**src/rtl/core/acrn_pkg.sv**
```systemverilog
// ----------------------------------------------------------------------------
// acrn_pkg: shared types and constants for the audio caps record negotiator
// Record layout, codec and kind codes, register indexes and transfer structs.
// ----------------------------------------------------------------------------
package acrn_pkg;

  localparam int unsigned CountW = 4;

  // record byte positions
  localparam logic [CountW-1:0] PosKind   = 4'd4;
  localparam logic [CountW-1:0] PosCodecs = 4'd5;
  localparam logic [CountW-1:0] PosRates  = 4'd6;
  localparam logic [CountW-1:0] PosPad0   = 4'd7;
  localparam logic [CountW-1:0] PosMaxHi  = 4'd8;
  localparam logic [CountW-1:0] PosMaxLo  = 4'd9;
  localparam logic [CountW-1:0] PosPad1   = 4'd10;
  localparam logic [CountW-1:0] PosLast   = 4'd11;
  localparam logic [CountW-1:0] CountMax  = 4'd15;

  // magic "KAC1"
  localparam logic [7:0] Magic0 = 8'h4B;
  localparam logic [7:0] Magic1 = 8'h41;
  localparam logic [7:0] Magic2 = 8'h43;
  localparam logic [7:0] Magic3 = 8'h31;

  localparam logic [7:0] KindOffer   = 8'd0;
  localparam logic [7:0] KindAnswer  = 8'd1;
  localparam logic [7:0] KindDecline = 8'd2;

  localparam logic [1:0] PickAnswer  = 2'd1;
  localparam logic [1:0] PickDecline = 2'd2;

  localparam logic [1:0] CodecNone = 2'd0;
  localparam logic [1:0] CodecPcm  = 2'd1;
  localparam logic [1:0] CodecComp = 2'd2;

  localparam logic [1:0] ModeForcePcm  = 2'd1;
  localparam logic [1:0] ModeForceComp = 2'd2;

  localparam logic [3:0] Kbps3  = 4'd3;
  localparam logic [3:0] Kbps6  = 4'd6;
  localparam logic [3:0] Kbps12 = 4'd12;

  // configuration register indexes
  localparam logic [1:0] RegAudioMode   = 2'd0;
  localparam logic [1:0] RegBitrate     = 2'd1;
  localparam logic [1:0] RegCodecReady  = 2'd2;
  localparam logic [1:0] RegPacketLimit = 2'd3;

  typedef struct packed {
    logic [1:0]  audio_mode;
    logic [3:0]  bitrate_kbps;
    logic        codec_ready;
    logic [15:0] packet_limit;
  } acrn_cfg_t;

  typedef struct packed {
    logic        record_ok;
    logic [7:0]  rec_kind;
    logic [7:0]  rec_codecs;
    logic [7:0]  rec_rates;
    logic [15:0] rec_maximum;
    logic [1:0]  pick_kind;
    logic [1:0]  pick_codecs;
    logic [2:0]  pick_rates;
    logic [15:0] pick_maximum;
  } acrn_result_t;

  function automatic logic [2:0] rate_bit(input logic [3:0] kbps);
    logic [2:0] rb;
    case (kbps)
      Kbps3:   rb = 3'd1;
      Kbps6:   rb = 3'd2;
      Kbps12:  rb = 3'd4;
      default: rb = 3'd0;
    endcase
    return rb;
  endfunction

endpackage

```
**src/rtl/core/acrn_parse.sv**
```systemverilog
// ----------------------------------------------------------------------------
// acrn_parse: record byte parser and reply picker
// Holds the per-record state and forms the result on the last byte.
// ----------------------------------------------------------------------------
module acrn_parse
  import acrn_pkg::*;
(
  input  logic         clk,
  input  logic         rst_n,
  input  logic         take,
  input  logic [7:0]   rec_byte,
  input  logic         rec_last,
  input  acrn_cfg_t    cfg,
  output logic         res_valid,
  output acrn_result_t res
);

  logic [CountW-1:0] count_r, count_nxt;
  logic              bad_r, bad_nxt;
  logic [7:0]        kind_r, kind_nxt;
  logic [7:0]        codecs_r, codecs_nxt;
  logic [7:0]        rates_r, rates_nxt;
  logic [15:0]       max_r, max_nxt;

  // values after this byte is folded in
  logic [7:0]  kind_u, codecs_u, rates_u;
  logic [15:0] max_u;
  logic        bad_u, ok_base, ok, single_rate, max_fits;
  logic        pcm_ok, comp_ok;
  logic [2:0]  rb;

  always_comb begin
    kind_u   = kind_r;
    codecs_u = codecs_r;
    rates_u  = rates_r;
    max_u    = max_r;
    bad_u    = bad_r;
    case (count_r)
      4'd0:      bad_u = bad_r | (rec_byte != Magic0);
      4'd1:      bad_u = bad_r | (rec_byte != Magic1);
      4'd2:      bad_u = bad_r | (rec_byte != Magic2);
      4'd3:      bad_u = bad_r | (rec_byte != Magic3);
      PosKind: begin
        kind_u = rec_byte;
        bad_u  = bad_r | (rec_byte > KindDecline);
      end
      PosCodecs: codecs_u = rec_byte;
      PosRates:  rates_u  = rec_byte;
      PosMaxHi:  max_u    = {rec_byte, max_r[7:0]};
      PosMaxLo:  max_u    = {max_r[15:8], rec_byte};
      PosPad0, PosPad1, PosLast: bad_u = bad_r | (rec_byte != 8'd0);
      default:   bad_u = 1'b1;
    endcase
  end

  always_comb begin
    max_fits    = max_u >= cfg.packet_limit;
    single_rate = (rates_u == 8'd1) || (rates_u == 8'd2) || (rates_u == 8'd4);
    pcm_ok      = (codecs_u == {6'd0, CodecPcm}) && (rates_u == 8'd0);
    comp_ok     = (codecs_u == {6'd0, CodecComp}) && single_rate && max_fits;
    ok_base     = !bad_u && (count_r == PosLast);
    ok          = ok_base;
    if (kind_u == KindAnswer && !pcm_ok && !comp_ok) begin
      ok = 1'b0;
    end
    if (kind_u == KindDecline && (codecs_u != 8'd0 || rates_u != 8'd0 || max_u != 16'd0)) begin
      ok = 1'b0;
    end
    rb = rate_bit(cfg.bitrate_kbps);

    res.record_ok    = ok;
    res.rec_kind     = kind_u;
    res.rec_codecs   = codecs_u;
    res.rec_rates    = rates_u;
    res.rec_maximum  = max_u;
    res.pick_kind    = PickDecline;
    res.pick_codecs  = CodecNone;
    res.pick_rates   = 3'd0;
    res.pick_maximum = 16'd0;
    if (ok && kind_u == KindOffer) begin
      if (cfg.audio_mode != ModeForcePcm && cfg.codec_ready && codecs_u[1]
          && ((rates_u[2:0] & rb) != 3'd0) && max_fits) begin
        res.pick_kind    = PickAnswer;
        res.pick_codecs  = CodecComp;
        res.pick_rates   = rb;
        res.pick_maximum = cfg.packet_limit;
      end else if (cfg.audio_mode != ModeForceComp && codecs_u[0]) begin
        res.pick_kind   = PickAnswer;
        res.pick_codecs = CodecPcm;
      end
    end
  end

  assign res_valid = take && rec_last;

  always_comb begin
    count_nxt  = count_r;
    bad_nxt    = bad_r;
    kind_nxt   = kind_r;
    codecs_nxt = codecs_r;
    rates_nxt  = rates_r;
    max_nxt    = max_r;
    if (take) begin
      if (rec_last) begin
        // record closed, start over
        count_nxt  = '0;
        bad_nxt    = 1'b0;
        kind_nxt   = '0;
        codecs_nxt = '0;
        rates_nxt  = '0;
        max_nxt    = '0;
      end else begin
        count_nxt  = (count_r == CountMax) ? CountMax : count_r + 4'd1;
        bad_nxt    = bad_u;
        kind_nxt   = kind_u;
        codecs_nxt = codecs_u;
        rates_nxt  = rates_u;
        max_nxt    = max_u;
      end
    end
  end

  always_ff @(posedge clk) begin
    if (!rst_n) begin
      count_r  <= '0;
      bad_r    <= 1'b0;
      kind_r   <= '0;
      codecs_r <= '0;
      rates_r  <= '0;
      max_r    <= '0;
    end else begin
      count_r  <= count_nxt;
      bad_r    <= bad_nxt;
      kind_r   <= kind_nxt;
      codecs_r <= codecs_nxt;
      rates_r  <= rates_nxt;
      max_r    <= max_nxt;
    end
  end

endmodule

```
**src/rtl/core/audio_caps_record_negotiator_core.sv**
```systemverilog
// ----------------------------------------------------------------------------
// audio_caps_record_negotiator_core: capability record checker and negotiator
// Parses 12-byte audio capability records and issues one reply per record.
// ----------------------------------------------------------------------------
// One record byte is taken per clock while in_stall is low; every byte is
// checked as it arrives and the byte marked last produces one result in the
// output register, or in the skid slot if that is full. A second result slot
// behind the output register lets bytes keep flowing while a result waits;
// in_stall rises only when both slots hold results. Bytes that are not last
// produce no result and never wait on the output side unless both slots are
// full. Configuration writes are always ready and apply once registered.
module audio_caps_record_negotiator_core
  import acrn_pkg::*;
(
  input  logic        clk,
  input  logic        rst_n,
  input  logic        in_valid,
  output logic        in_stall,
  input  logic [7:0]  in_record_byte,
  input  logic        in_last_byte,
  output logic        out_valid,
  input  logic        out_stall,
  output logic        out_record_ok,
  output logic [7:0]  out_rec_kind,
  output logic [7:0]  out_rec_codecs,
  output logic [7:0]  out_rec_rates,
  output logic [15:0] out_rec_maximum,
  output logic [1:0]  out_pick_kind,
  output logic [1:0]  out_pick_codecs,
  output logic [2:0]  out_pick_rates,
  output logic [15:0] out_pick_maximum,
  input  logic        cfg_valid,
  output logic        cfg_ready,
  input  logic [1:0]  cfg_index,
  input  logic [15:0] cfg_data
);

  acrn_cfg_t    cfg_r, cfg_nxt;
  acrn_result_t res, out_r, out_nxt, skid_r, skid_nxt;
  logic         out_valid_r, out_valid_nxt, skid_valid_r, skid_valid_nxt;
  logic         take, res_valid, out_take;

  assign cfg_ready = 1'b1;

  always_comb begin
    cfg_nxt = cfg_r;
    if (cfg_valid) begin
      case (cfg_index)
        RegAudioMode:   cfg_nxt.audio_mode   = cfg_data[1:0];
        RegBitrate:     cfg_nxt.bitrate_kbps = cfg_data[3:0];
        RegCodecReady:  cfg_nxt.codec_ready  = cfg_data[0];
        RegPacketLimit: cfg_nxt.packet_limit = cfg_data;
        default:        cfg_nxt = cfg_r;
      endcase
    end
  end

  assign in_stall = skid_valid_r;
  assign take     = in_valid && !skid_valid_r;
  assign out_take = out_valid_r && !out_stall;

  acrn_parse u_parse (
    .clk       (clk),
    .rst_n     (rst_n),
    .take      (take),
    .rec_byte  (in_record_byte),
    .rec_last  (in_last_byte),
    .cfg       (cfg_r),
    .res_valid (res_valid),
    .res       (res)
  );

  // output register with one skid slot behind it
  always_comb begin
    out_nxt        = out_r;
    skid_nxt       = skid_r;
    out_valid_nxt  = out_valid_r;
    skid_valid_nxt = skid_valid_r;
    if (skid_valid_r) begin
      if (out_take) begin
        out_nxt        = skid_r;
        skid_valid_nxt = 1'b0;
      end
    end else if (res_valid) begin
      if (!out_valid_r || out_take) begin
        out_nxt       = res;
        out_valid_nxt = 1'b1;
      end else begin
        skid_nxt       = res;
        skid_valid_nxt = 1'b1;
      end
    end else if (out_take) begin
      out_valid_nxt = 1'b0;
    end
  end

  always_ff @(posedge clk) begin
    if (!rst_n) begin
      cfg_r.audio_mode   <= 2'd0;
      cfg_r.bitrate_kbps <= Kbps6;
      cfg_r.codec_ready  <= 1'b0;
      cfg_r.packet_limit <= 16'd1024;
      out_valid_r        <= 1'b0;
      skid_valid_r       <= 1'b0;
    end else begin
      cfg_r        <= cfg_nxt;
      out_valid_r  <= out_valid_nxt;
      skid_valid_r <= skid_valid_nxt;
    end
  end

  always_ff @(posedge clk) begin
    out_r  <= out_nxt;
    skid_r <= skid_nxt;
  end

  assign out_valid        = out_valid_r;
  assign out_record_ok    = out_r.record_ok;
  assign out_rec_kind     = out_r.rec_kind;
  assign out_rec_codecs   = out_r.rec_codecs;
  assign out_rec_rates    = out_r.rec_rates;
  assign out_rec_maximum  = out_r.rec_maximum;
  assign out_pick_kind    = out_r.pick_kind;
  assign out_pick_codecs  = out_r.pick_codecs;
  assign out_pick_rates   = out_r.pick_rates;
  assign out_pick_maximum = out_r.pick_maximum;

endmodule

```
**config.mk**
```make
export PLATFORM = sky130hd
export DESIGN_NAME = audio_caps_record_negotiator_core
export DESIGN_NICKNAME = d
export VERILOG_FILES = /design/src/rtl/core/acrn_pkg.sv /design/src/rtl/core/acrn_parse.sv /design/src/rtl/core/audio_caps_record_negotiator_core.sv
export SDC_FILE = /design/constraint.sdc
export NUM_CORES = 1
export LEC_CHECK = 0
export BUFFER_PORTS_ARGS = -buffer_cell sky130_fd_sc_hd__buf_2
export CAP_MARGIN = 20
export CORE_MARGIN = 2
export CORE_UTILIZATION = 55
export CTS_BUF_LIST = sky130_fd_sc_hd__clkbuf_4
export CTS_CLUSTER_SIZE = 20
export DETAILED_ROUTE_END_ITERATION = 7
export PLACE_DENSITY = 0.78
export SLEW_MARGIN = 5
export SYNTH_ARGS = -nofsm -noshare
export SYNTH_HDL_FRONTEND = slang
export SYNTH_SLANG_ARGS = --single-unit
```
**constraint.sdc**
```tcl
create_clock -name clk -period 15.6 [get_ports clk]
set_clock_uncertainty 0.1 [all_clocks]
set_input_delay 3.12 -clock clk [delete_from_list [all_inputs] [get_ports clk]]
set_output_delay 3.12 -clock clk [all_outputs]
set_load 0.02 [all_outputs]
```
Yosys cells after proc, flatten, opt, wreduce, memory -nomap -nowiden
Cells that the tools add are included.
{"block": "word_totals", "mem_count": 0, "mem_bits_ro": 0, "word_cells": 153, "latchBits": 0, "out_inout_bits": 67, "mem_bits_rw": 0, "regBits": 198, "in_bits": 32}
{"block": "op_classes", "div_mod_pow": 0, "addsub": 1, "shift": 0, "mux": 30, "order_cmp": 2, "eq_ne": 33, "multipliers": 0, "n_reduce_logical": 48, "n_bitwise": 9}
{"cell": "two-way mux 64 bit", "n": 4}
{"cell": "two-way mux 8 bit", "n": 6}
{"cell": "case mux 16 bit (2 select lines)", "n": 1}
{"cell": "equality test 4 bit, second input constant", "n": 6}
{"cell": "equality test 8 x 1 -> 1 bit, second input constant", "n": 3}
{"cell": "equality test 8 x 2 -> 1 bit, second input constant", "n": 3}
{"cell": "!= test 8 x 7 -> 1 bit, second input constant", "n": 3}
{"cell": "nonzero test 8 bit", "n": 3}
{"cell": "two-way mux 23 bit", "n": 1}
{"cell": "equality test 4 x 3 -> 1 bit, second input constant", "n": 5}
{"cell": "two-way mux 19 bit", "n": 1}
{"cell": "greater-or-equal comparator 16 bit", "n": 1}
{"cell": "logical AND 1 bit", "n": 16}
{"cell": "logical NOT 8 bit", "n": 2}
{"cell": "two-way mux 16 bit", "n": 1}
{"cell": "two-way mux 4 bit", "n": 4}
{"cell": "nonzero test 16 bit", "n": 1}
{"cell": "equality test 4 x 2 -> 1 bit, second input constant", "n": 3}
{"cell": "two-way mux 1 bit", "n": 10}
{"cell": "case mux 3 bit (3 select lines)", "n": 1}
{"cell": "AND reduction 3 bit", "n": 3}
{"cell": "equality test 8 x 3 -> 1 bit, second input constant", "n": 1}
{"cell": "> comparator 8 x 2 -> 1 bit, second input constant", "n": 1}
{"cell": "!= test 8 x 6 -> 1 bit, second input constant", "n": 1}
{"cell": "other kinds (19)", "n": 42}

Depth between registers and ports, before layout
Gate-level depths: netlist of run 1.
{"block": "depth", "word_depth": 16, "ltp_mapped": 16, "mapped_depth_nobuf": 12}

Modules after synthesis
From an unflattened synthesis of run 1, not the netlist that was laid out.
{"block": "hier_totals", "hier_cells": 777, "hier_area_um2": 9171.3}
{"mod": "audio_caps_record_negotiator_core", "seq_area_each_um2": 4344.2, "n_inst": 1, "area_each_um2": 5674.2, "cells_each": 313}
{"mod": "acrn_parse", "seq_area_each_um2": 900.9, "n_inst": 1, "area_each_um2": 3497.1, "cells_each": 464}

Worst setup path after synthesis of run 1
No wires, ideal clock.
{"block": "synth_timing", "path_type": "input port to flip-flop", "start": "input port in_valid", "end": "register out_r, in the netlist out_pick_codecs[0], enable pin", "t_required_ns": 14.986, "path_slack_ns": 8.359, "cell_stages": 3, "setup_ns": 0.514, "arrival_time_ns": 6.627, "path_buffers": 0, "path_cell_list": "nor2b_1 nand2_1 a22oi_1"}
{"block": "synth_via", "elab_chain_len": 4}
{"element": "from (decl)", "line_no": "audio_caps_record_negotiator_core.sv:17", "source": "input logic in_valid,"}
{"element": "logical AND 1 bit", "line_no": "audio_caps_record_negotiator_core.sv:59", "source": "assign take = in_valid && !skid_valid_r;"}
{"element": "logical AND 1 bit", "line_no": "acrn_parse.sv:94", "source": "assign res_valid = take && rec_last;"}
{"element": "nonzero test 2 bit (no line)"}
{"element": "AND reduction 3 bit (no line)"}
{"element": "to (signal assigned)", "line_no": "audio_caps_record_negotiator_core.sv:113", "source": "out_r <= out_nxt;"}
{"element": "to (decl)", "line_no": "audio_caps_record_negotiator_core.sv:39", "source": "acrn_result_t res, out_r, out_nxt, skid_r, skid_nxt;"}
No other way between the ends.
A chain may end at the register's enable or synchronous reset.

==> results of run 1 <==
-- worst max-delay path, delay by kind of cell --
family / cells / cell delay (ns)
buffers and inverters: 1 / 0.15
AND/OR/NAND/NOR: 4 / 1.40
adder cells (fa/ha/maj): 1 / 0.33
AO/OA/AOI/OAI: 4 / 1.10
-- metrics by stage --
stage	util [%]	instance area, um2	total power, mW	std cells
final	61.6	9790	0.883	1037
after global routing	61.6	9790	0.913	1037
after CTS	61.6	9790	0.887	1036
after detailed placement	60.0	9530	0.637	1004
after global placement	60.0	9530	0.635	1004
after floorplan	-	8950	0.617	739
-- metal layers --
| layer | share of wire, % | vias to the layer above | wire (um) |
|---|---|---|---|
| met5 | 0 | - | 0 |
| met4 | 1.6 | 0 | 318 |
| met3 | 6.8 | 29 | 1340 |
| met2 | 46 | 261 | 9190 |
| met1 | 45 | 3068 | 8960 |
| li1 | - | 2878 | - |
-- worst paths after layout --
path / to / cells after the start / startpoint / slack, ns
setup / recovery: out_pick_rates[2] / 10 / in_record_byte[7] / 9.77
hold / removal: cfg_r[14] / 2 / cfg_r[14] / 0.39
setup reg to reg: out_pick_rates[2] / 12 / u_parse.count_r[0] / 10.82
hold reg to reg: cfg_r[14] / 2 / cfg_r[14] / 0.39
-- kinds of logic (layout without fill, tap and decap cells) --
logic type / after synthesis / in the layout
mux: 73 / 73
buf+inv: 76 / 157
fa+ha+maj: 20 / 20
flops: 198 / 198
other cells: 1 / 2
compound gates: 157 / 157
xor+xnor: 2 / 2
simple gates: 212 / 212
-- state kept, by name (all words and copies together) (netlist names), 2 cells and up --
name,cells
skid_r,64
cfg_r,23
out_pick_maximum,16
out_rec_maximum,16
u_parse.max_r,16
out_rec_codecs,8
out_rec_kind,8
out_rec_rates,8
u_parse.codecs_r,8
u_parse.kind_r,8
u_parse.rates_r,8
u_parse.count_r,4
out_pick_rates,3
out_pick_codecs,2
out_pick_kind,2
-- synthesized netlist by cell type (16+ instances only) --
| cell type | number | area share (%) |
|---|---|---|
| a21boi_0 | 16 | 1.3 |
| a21oi_1 | 18 | 1.0 |
| a22o_1 | 17 | 1.7 |
| a22oi_1 | 43 | 3.6 |
| clkbuf_1 | 43 | 1.8 |
| dfxtp_1 | 70 | 16 |
| edfxtp_1 | 128 | 43 |
| ha_1 | 20 | 2.8 |
| inv_1 | 24 | 1.0 |
| mux2_2 | 64 | 8.1 |
| nand2_1 | 66 | 2.8 |
| nor2_1 | 36 | 1.5 |
| nor2b_1 | 52 | 3.6 |
-- where the power goes --
group / switching [mW] / internal [mW] / total, mW
logic: 0.0389 / 0.0182 / 0.0571
clock network: 0.175 / 0.0831 / 0.258
registers: 0.00415 / 0.564 / 0.569
-- final cells by class --
cell class                 instances  area [um2]
timing repair buffer             101         515
tap                              216         270
fill                            1280        6090
antenna                            1        2.50
clock inverter                    14         128
multi-input combinational        465        3400
sequential                       198        5250
clock buffer                      18         135
inverter                          24        90.1
-- layout by cell type (no fill, tap or decap), drive strengths merged, types with 3 or more instances in the layout --
| master | count |
|---|---|
| nand2 | 67 |
| o211ai | 5 |
| nor4 | 8 |
| and4 | 3 |
| a22oi | 43 |
| clkinv | 8 |
| clkbuf | 18 |
| and3b | 3 |
| a31oi | 4 |
| o21ai | 17 |
| buf | 101 |
| edfxtp | 128 |
| mux2i | 7 |
| nand3b | 6 |
| inv | 28 |
| nor2b | 52 |
| a2111oi | 3 |
| a211oi | 3 |
| nand3 | 6 |
| a22o | 17 |
| or4 | 4 |
| a21oi | 18 |
| mux2 | 66 |
| ha | 20 |
| nor2 | 36 |
| a21boi | 16 |
| o31ai | 19 |
| dfxtp | 70 |
| nor3 | 7 |
| and3 | 3 |
| nand2b | 5 |
==> results.md, run 1 <==
- # rows: 46
- Die ar.: 0.0173 mm2
- Synthesized area per cell: 12.1 um2
- Height of the die: 132 um
- Maximum root-to-sink buffer count: 2
- Setup crit end kind: flop
- GP Congestion: 0.858
- PD cells: 90.2 mW/mm2
- Leakage power: 3.53 nW
- Total gr overflow: 0
- Vias in the first global route: 5814
- CTS sink cnt: 198
- RSZ-0062 raised after global routing: false
- Residual DRC: 0
- Antenna-violating nets left: 0
- Post-Synth XOR/XNOR Area: 0.196%
- # IOs: 99
- Most Crowded Layer GR: met2
- Post-synth cell types: 65
- Max_slew headroom: 31.1%
- Slew Limit Fails: 0
- MaxCap Viol Count: 0
- Cells after Synth: 739
- Post-synth EDFFs: 128
- Post-place setup slack: 9.23 ns
- Slowest stage delay, CP: 0.56 ns
- Met2 Track Usage GR: 35.6%
- Top_reg_cell synth: edfxtp_1
- Yosys warnings: 0
- #FFs+latches synth: 198
- Vias: 6236
- Worst EP required: 15.88 ns
- Mux cell area share after synthesis: 9.13%
- Routed WL per cell: 19.1 um
- Status: finished, final reports clean
- Crit-path slowest cell: nand2_2
- Largest family of logic cells by synthesized area: compound AO/OA/AOI/OAI gates
- Total GRT Usage: 23.3%
- Setup TNS: 0 ns
- FMAX: 171 MHz
- Largest net degree at the start of global routing: 71
- Clock transition at path regs: 0.15 ns
- TritonCTS Buffers: 17
- Post-CTS Setup Bufs: 0
- Final setup vio count: 0
- Final hold vios: 0
- Critical path, cell by cell: buf_2 > a22o_1 > ha_1 > nand2_1 > o21ai_0 > a2111oi_0 > and4_1 > nor4_1 > nand2_2 > o31ai_1
- Synth Area in Simple Gates: 12.6%
- WS Path Type: primary input to flop
- Starting DRC count in detailed routing: 564
- Arrival time at the worst endpoint: 6.11 ns
- Worst IR drop on VDD: 0.0000492 V
- Synth Area in Adders: 2.80%
- Max Fanout on Critical Path: 38
- # hold bufs at CTS: 0
- Compound-Gate Fraction of Synth Area: 13.0%
- PnR worst setup slack: 9.77 ns
- Final Cycle Share: 37.4%
- Met1 usage: 34.2%
- Ys async rst share: 0%
- Pre-antenna DRT Iters: 8
- Syn_nets: 791
- Startpoint types: primary input
- H-Tree Depth: 4
- Die W: 132 um
- Core area: 0.0159 mm2
- Fin nets: 859
- Worst skew pair latency: 0.57 ns
- TritonCTS clock tree: built
- Hold WS: 0.389 ns
- Global-route wire length before repair: 32000 um
- Layout cells sized above 1: 26.1%
- Share of the yosys chip area belonging to registers: 58.6%
- Initial Util: 56.3%
- Least-Margin Pin Slew: 1.03 ns
- Hold crit path type: flop to flop
- Mapped Area: 0.00895 mm2
- Post_cts resized: 0
- Area growth from synthesis to layout: 9.44%
- Final min period: 5.83 ns
- Antenna violations before repair: 1
- GR Util met3: 4.32%
- CTS root buf: clkbuf_4
- Post-DP HPWL: 13500 um
- Port bufs: 97
- Final Routed Wirelength: 19800 um
- Routed vias/inst: 6.01
(Power assumes the default switching activity.)
==> run 2: changes to the inputs <==
- clock period: 15.6 -> 5.49 ns (I/O delays scaled with it)
==> run 2 against run 1 <==
Sequential power rose to 2.8 times the previous value; first-iteration DRC count fell by 7.8%; worst setup slack got worse by 8.9 ns; total power increased to 2.9 times the previous value; clock power grew to 3.1 times the previous value; hold slack got worse by 0.0014 ns; die area unchanged; count of clock-buffer cells in the layout down 1; highest routed layer unchanged.
==> results.md, run 2 (same netlist as run 1, synthesis figures left out) <==
- Pre-antenna DRT Iters: 5 (-3)
- Global-route wire length before repair: 32000 um (about the same)
- WS Path Type: flop to flop
- CTS sink cnt: 198 (unchanged)
- Residual DRC: 0 (unchanged)
- # hold bufs at CTS: 0 (unchanged)
- Total Power: 2.58 mW (+190%)
- Final min period: 4.61 ns
- Routed WL per cell: 19.4 um (+1.4%)
- Area of the multi-input gates: 0.00340 mm2 (-0.15%)
- FMAX: 217 MHz
- Port bufs: 97 (unchanged)
- FF-to-FF setup slack: 0.88 ns (-9.94 ns)
- Most common cell after layout, fill and taps aside: edfxtp_1
- Post_cts resized: 0 (unchanged)
- TritonCTS clock tree: built
- Least-Margin Pin Slew: 1.09 ns (+0.0539 ns)
- Biggest register: skid_r
- H-Tree Depth: 4 (unchanged)
- Slowest stage delay, CP: 0.70 ns (+0.14 ns)
- Buf/Inv on CP: 1 (unchanged)
- # IOs: 99 (unchanged)
- Fin nets: 861 (+0.23%)
- GP Congestion: 0.892 (+3.9%)
- Slew Limit Fails: 0 (unchanged)
- Die W: 132 um (unchanged)
- Crit-path slowest cell: or4bb_1
- Arrival time at the worst endpoint: 4.92 ns (-1.19 ns)
- Fillcell total: 1309 (+2.3%)
- Startpoint types: flop
- Core area: 0.0159 mm2 (unchanged)
- Status: finished, final reports clean
- Hold crit path type: flop to flop
- Clock transition at path regs: 0.15 ns (about the same)
- Max_slew headroom: 27.5% (-3.6 points)
- # rows: 46 (unchanged)
- Final Cycle Share: 84.0%
- Setup crit end kind: flop
- Total GRT Usage: 23.4% (+0.14 points)
- Top flop regs: skid_r x64, cfg_r x23
- Area growth from synthesis to layout: 9.97%
- Final setup vio count: 0 (unchanged)
- RSZ-0062 raised after global routing: false
- Final hold vios: 0 (unchanged)
- Layout cells sized above 1: 26.4% (+0.30 points)
- Finished Layout Cells: 1039 (+0.19%)
- Inst Count DP: 1006 (+0.20%)
- Starting DRC count in detailed routing: 520 (-7.8%)
- Max Fanout on Critical Path: 38 (unchanged)
- MaxCap Viol Count: 0 (unchanged)
- CP top delay family: simple AND/OR/NAND/NOR gates
- Die ar.: 0.0173 mm2 (unchanged)
- Vias in the first global route: 5825 (+0.19%)
- PD cells: 262 mW/mm2 (+190%)
- Register area: 0.00525 mm2 (unchanged)
- Total gr overflow: 0 (unchanged)
- TritonCTS Buffers: 17 (unchanged)
- Worst IR drop on VDD: 0.000152 V (+210%)
- Most frequent cells in the layout: edfxtp_1 (128), buf_2 (97), dfxtp_1 (69)
- Height of the die: 132 um (unchanged)
- Maximum root-to-sink buffer count: 2 (unchanged)
- Worst EP required: 5.80 ns (-10.08 ns)
- Routed vias/inst: 5.88 (-2.2%)
- Critical path's most frequent cell: ha_1
- Antenna-violating nets left: 0 (unchanged)
- Critical path, cell by cell: inv_1 > ha_1 > or4bb_1 > a22o_1 > ha_1 > nand2_1 > o21ai_0 > a2111oi_0 > and4_1 > nor4_1 > nand2_2 > o31ai_1
- Largest net degree at the start of global routing: 71 (unchanged)
- Final Routed Wirelength: 20100 um (+1.6%)
- Leakage power: 3.60 nW (+1.9%)
- Setup TNS: 0 ns (unchanged)
- Vias: 6108 (-2.1%)
- Post-CTS Setup Bufs: 0 (unchanged)
- Worst skew pair latency: 0.60 ns (+0.03 ns)
- Antenna violations before repair: 1 (unchanged)
- Post-DP HPWL: 13500 um (-0.50%)
- CTS root buf: clkbuf_4
- Largest register FFs: 64 (unchanged)
- Initial Util: 56.3% (unchanged)
==> run 2: area by class of cell <==
type | instances | area share (%)
Sequential cell | 198 | 53.3
Timing Repair Buffer | 103 | 5.39
Clock inverter | 15 | 1.75
Tap cell | 216 | 2.75
Antenna cell | 1 | 0.0254
Multi-Input combinational cell | 465 | 34.5
Inverter | 24 | 0.916
Clock buffer | 17 | 1.30
==> run 2: worst paths after layout <==
path / start / end / cells after the start
setup reg to reg: u_parse.count_r[0] / out_pick_rates[0] / 12
hold / removal: cfg_r[6] / cfg_r[6] / 2
hold reg to reg: cfg_r[6] / cfg_r[6] / 2
setup / recovery: u_parse.count_r[0] / out_pick_rates[0] / 12
==> run 2: worst min-delay path, stage by stage, from the launching register on <==
cell      delay, ns
dfxtp_1        0.34
nand2_1        0.05
a21boi_0       0.07
==> run 2: layer usage <==
layer	GRT usage [%]	routed length (um)	part of all wire [%]	vias to the layer above
li1	-	-	-	2879
met1	33.5	9330	46	3002
met2	36.7	9540	47	200
met3	4.48	987	4.9	27
met4	6.22	258	1.3	0
met5	0	0	0	-
==> run 2: report_power, final <==
part / internal [mW] / leakage, nW / switching [mW] / total (mW)
Combinational: 0.0515 / 1.67 / 0.112 / 0.164
Clock: 0.283 / 0.161 / 0.517 / 0.801
Sequential: 1.60 / 1.77 / 0.0115 / 1.61
Total: 1.94 / 3.60 / 0.641 / 2.58
==> run 2: through the flow <==
| step | setup WS [ns] | cell area [um2] | hold WS (ns) | utilization [%] |
|---|---|---|---|---|
| global route | 0.525 | 9840 | 0.406 | 61.9 |
| finish | 0.879 | 9840 | 0.388 | 61.9 |
| floorplan | 0.271 | 8950 | 0.343 | - |
| detailed placement | 0.962 | 9540 | 0.370 | 60.0 |
| global placement | 1.18 | 9540 | 0.359 | 60.0 |
| CTS | 0.935 | 9840 | 0.389 | 61.9 |
==> run 3: changes to the inputs <==
- PLACE_DENSITY: 0.78 -> 0.81
- clock period: 5.49 -> 3.97 ns (I/O delays scaled with it)
==> run 3 against run 2 <==
Cell count up 2.5%; non-clock buffer count grew 26; count of clock-buffer cells in the layout is 3 higher; worst setup slack got worse by 0.72 ns; design area rose by 2.1%; flip-flop and latch count unchanged; combinational power up 40%; core utilization increased by 1.3 points; via count grew 1.5%; die area is the same; total power increased by 34%; hold slack worse by 0.073 ns; largest cell class unchanged.
==> results.md, run 3 (same netlist as run 1, synthesis figures left out) <==
- Setup crit end kind: flop
- Buf/Inv on CP: 2 (+1)
- H-Tree Depth: 4 (unchanged)
- Routed vias/inst: 5.82 (-0.94%)
- RSZ-0062 raised after global routing: true
- Hold crit path type: primary input to flop
- Least-Margin Pin Slew: 1.08 ns (-0.00261 ns)
- TritonCTS clock tree: built
- Arrival time at the worst endpoint: 4.11 ns (-0.81 ns)
- Slew Limit Fails: 0 (unchanged)
- Final setup vio count: 0 (unchanged)
- Antenna-violating nets left: 0 (unchanged)
- Final hold vios: 0 (unchanged)
- CP top delay family: simple AND/OR/NAND/NOR gates
- CTS sink cnt: 198 (unchanged)
- Finished Layout Cells: 1065 (+2.5%)
- Total GRT Usage: 22.8% (-0.57 points)
- Routed WL per cell: 18.0 um (-6.9%)
- CTS root buf: clkbuf_4
- # rows: 46 (unchanged)
- Final min period: 3.81 ns (-0.800 ns)
- Initial Util: 56.3% (unchanged)
- Clock transition at path regs: 0.15 ns (about the same)
- Vias in the first global route: 5896 (+1.2%)
- Critical path, cell by cell: inv_1 > ha_1 > or4bb_4 > a22o_1 > ha_1 > nand2_1 > o21ai_0 > a2111oi_0 > and4_1 > nor4_2 > nand2_2 > buf_4 > o31ai_1
- Antenna violations before repair: 1 (unchanged)
- Inst Count DP: 1031 (+2.5%)
- Vias: 6202 (+1.5%)
- Global-route wire length before repair: 31300 um (-2.0%)
- Top flop regs: skid_r x64, cfg_r x23
- Height of the die: 132 um (unchanged)
- Critical path's most frequent cell: ha_1
- Final Cycle Share: 96.0% (+12 points)
- TritonCTS Buffers: 17 (unchanged)
- # IOs: 99 (unchanged)
- Starting DRC count in detailed routing: 502 (-3.5%)
- Status: finished, final reports clean
- WS Path Type: flop to flop
- Area growth from synthesis to layout: 12.3%
- Worst EP required: 4.27 ns (-1.53 ns)
- Setup TNS: 0 ns (unchanged)
- PD cells: 343 mW/mm2 (+31%)
- Leakage power: 3.73 nW (+3.6%)
- Largest net degree at the start of global routing: 92 (+30%)
- Die W: 132 um (unchanged)
- Worst skew pair latency: 0.59 ns (about the same)
- Startpoint types: flop
- Die ar.: 0.0173 mm2 (unchanged)
- FMAX: 262 MHz (+21%)
- Most frequent cells in the layout: edfxtp_1 (128), buf_2 (97), dfxtp_1 (69)
- Post-CTS Setup Bufs: 0 (unchanged)
- Layout cells sized above 1: 28.7% (+2.3 points)
- Crit-path slowest cell: or4bb_4
- Port bufs: 97 (unchanged)
- Biggest register: skid_r
- Worst IR drop on VDD: 0.000223 V (+47%)
- Most common cell after layout, fill and taps aside: edfxtp_1
- Final Instance Area: 0.0100 mm2 (+2.1%)
- Largest register FFs: 64 (unchanged)
- MaxCap Viol Count: 0 (unchanged)
- Final Routed Wirelength: 19200 um (-4.6%)
- Max_slew headroom: 27.7% (+0.17 points)
- GP Congestion: 0.970 (+8.7%)
- Core area: 0.0159 mm2 (unchanged)
- Fin nets: 887 (+3.0%)
- Max Fanout on Critical Path: 13 (-66%)
- Slowest stage delay, CP: 0.59 ns (-0.11 ns)
- Pre-antenna DRT Iters: 5 (unchanged)
- Maximum root-to-sink buffer count: 2 (unchanged)
- Total gr overflow: 0 (unchanged)
- Placement Cell Area: 0.00975 mm2 (+2.2%)
- Post-DP HPWL: 12800 um (-4.8%)
- Residual DRC: 0 (unchanged)
- Final Util: 63.2% (+1.3 points)
-- run 3: changes by cell type in the layout (fill, tap and decap cells not counted), moves of 2 or more --
cell | before | now
buf_12 | 0 | 3
buf_4 | 6 | 29
clkbuf_4 | 17 | 20
clkinv_1 | 1 | 4
inv_6 | 3 | 1
-- run 3: worst paths after layout --
path / from / endpoint / slack, ns / depth (start not counted)
max: u_parse.count_r[0] / out_pick_maximum[7] / 0.16 / 13
min: cfg_data[10] / cfg_r[10] / 0.31 / 3
max reg2reg: u_parse.count_r[0] / out_pick_maximum[7] / 0.16 / 13
min reg2reg: cfg_r[12] / cfg_r[12] / 0.38 / 2
-- run 3: per-stage QoR --
| step | total power, mW | hold slack (ns) | setup slack, ns |
|---|---|---|---|
| 6_report | 3.45 | 0.315 | 0.159 |
| 5_1_grt | 3.56 | 0.316 | -0.00242 |
| 4_1_cts | 3.47 | 0.279 | 0.0620 |
| 3_5_place_dp | 2.51 | 0.363 | -0.0219 |
| 3_3_place_gp | 2.50 | 0.355 | 0.150 |
| 2_1_floorplan | 2.42 | 0.343 | 0.210 |
-- run 3: worst min-delay path, cell delays in order --
cell and delay, ns:
buf_2 0.07, nand2_1 0.04, o211ai_1 0.07
-- run 3: routing by layer --
layer / up-vias / wire length, um / global-route usage [%]
met5: - / 0 / 0
met4: 0 / 298 / 6.64
met3: 28 / 1250 / 4.32
met2: 231 / 9120 / 36.2
met1: 3008 / 8530 / 32.2
li1: 2935 / - / -
-- run 3: timing repair --
action,4_1_cts,5_1_grt
setup endpoints to repair,4,20
pin swaps,0,1
hold buffers,0,0
gates resized for setup,1,2
-- run 3: final cells by class --
cell class | instances | area (um2)
multi-input combinational | 465 | 3410
timing repair buffer | 129 | 763
sequential | 198 | 5250
tap | 216 | 270
clock buffer | 20 | 150
antenna | 1 | 2.50
inverter | 24 | 90.1
clock inverter | 12 | 104
fill | 1270 | 5840
-- run 3: power breakdown --
part / total, mW / internal [mW] / switching, mW
registers: 2.23 / 2.22 / 0.0188
clock network: 0.985 / 0.331 / 0.654
logic: 0.230 / 0.0781 / 0.152
total: 3.45 / 2.62 / 0.825
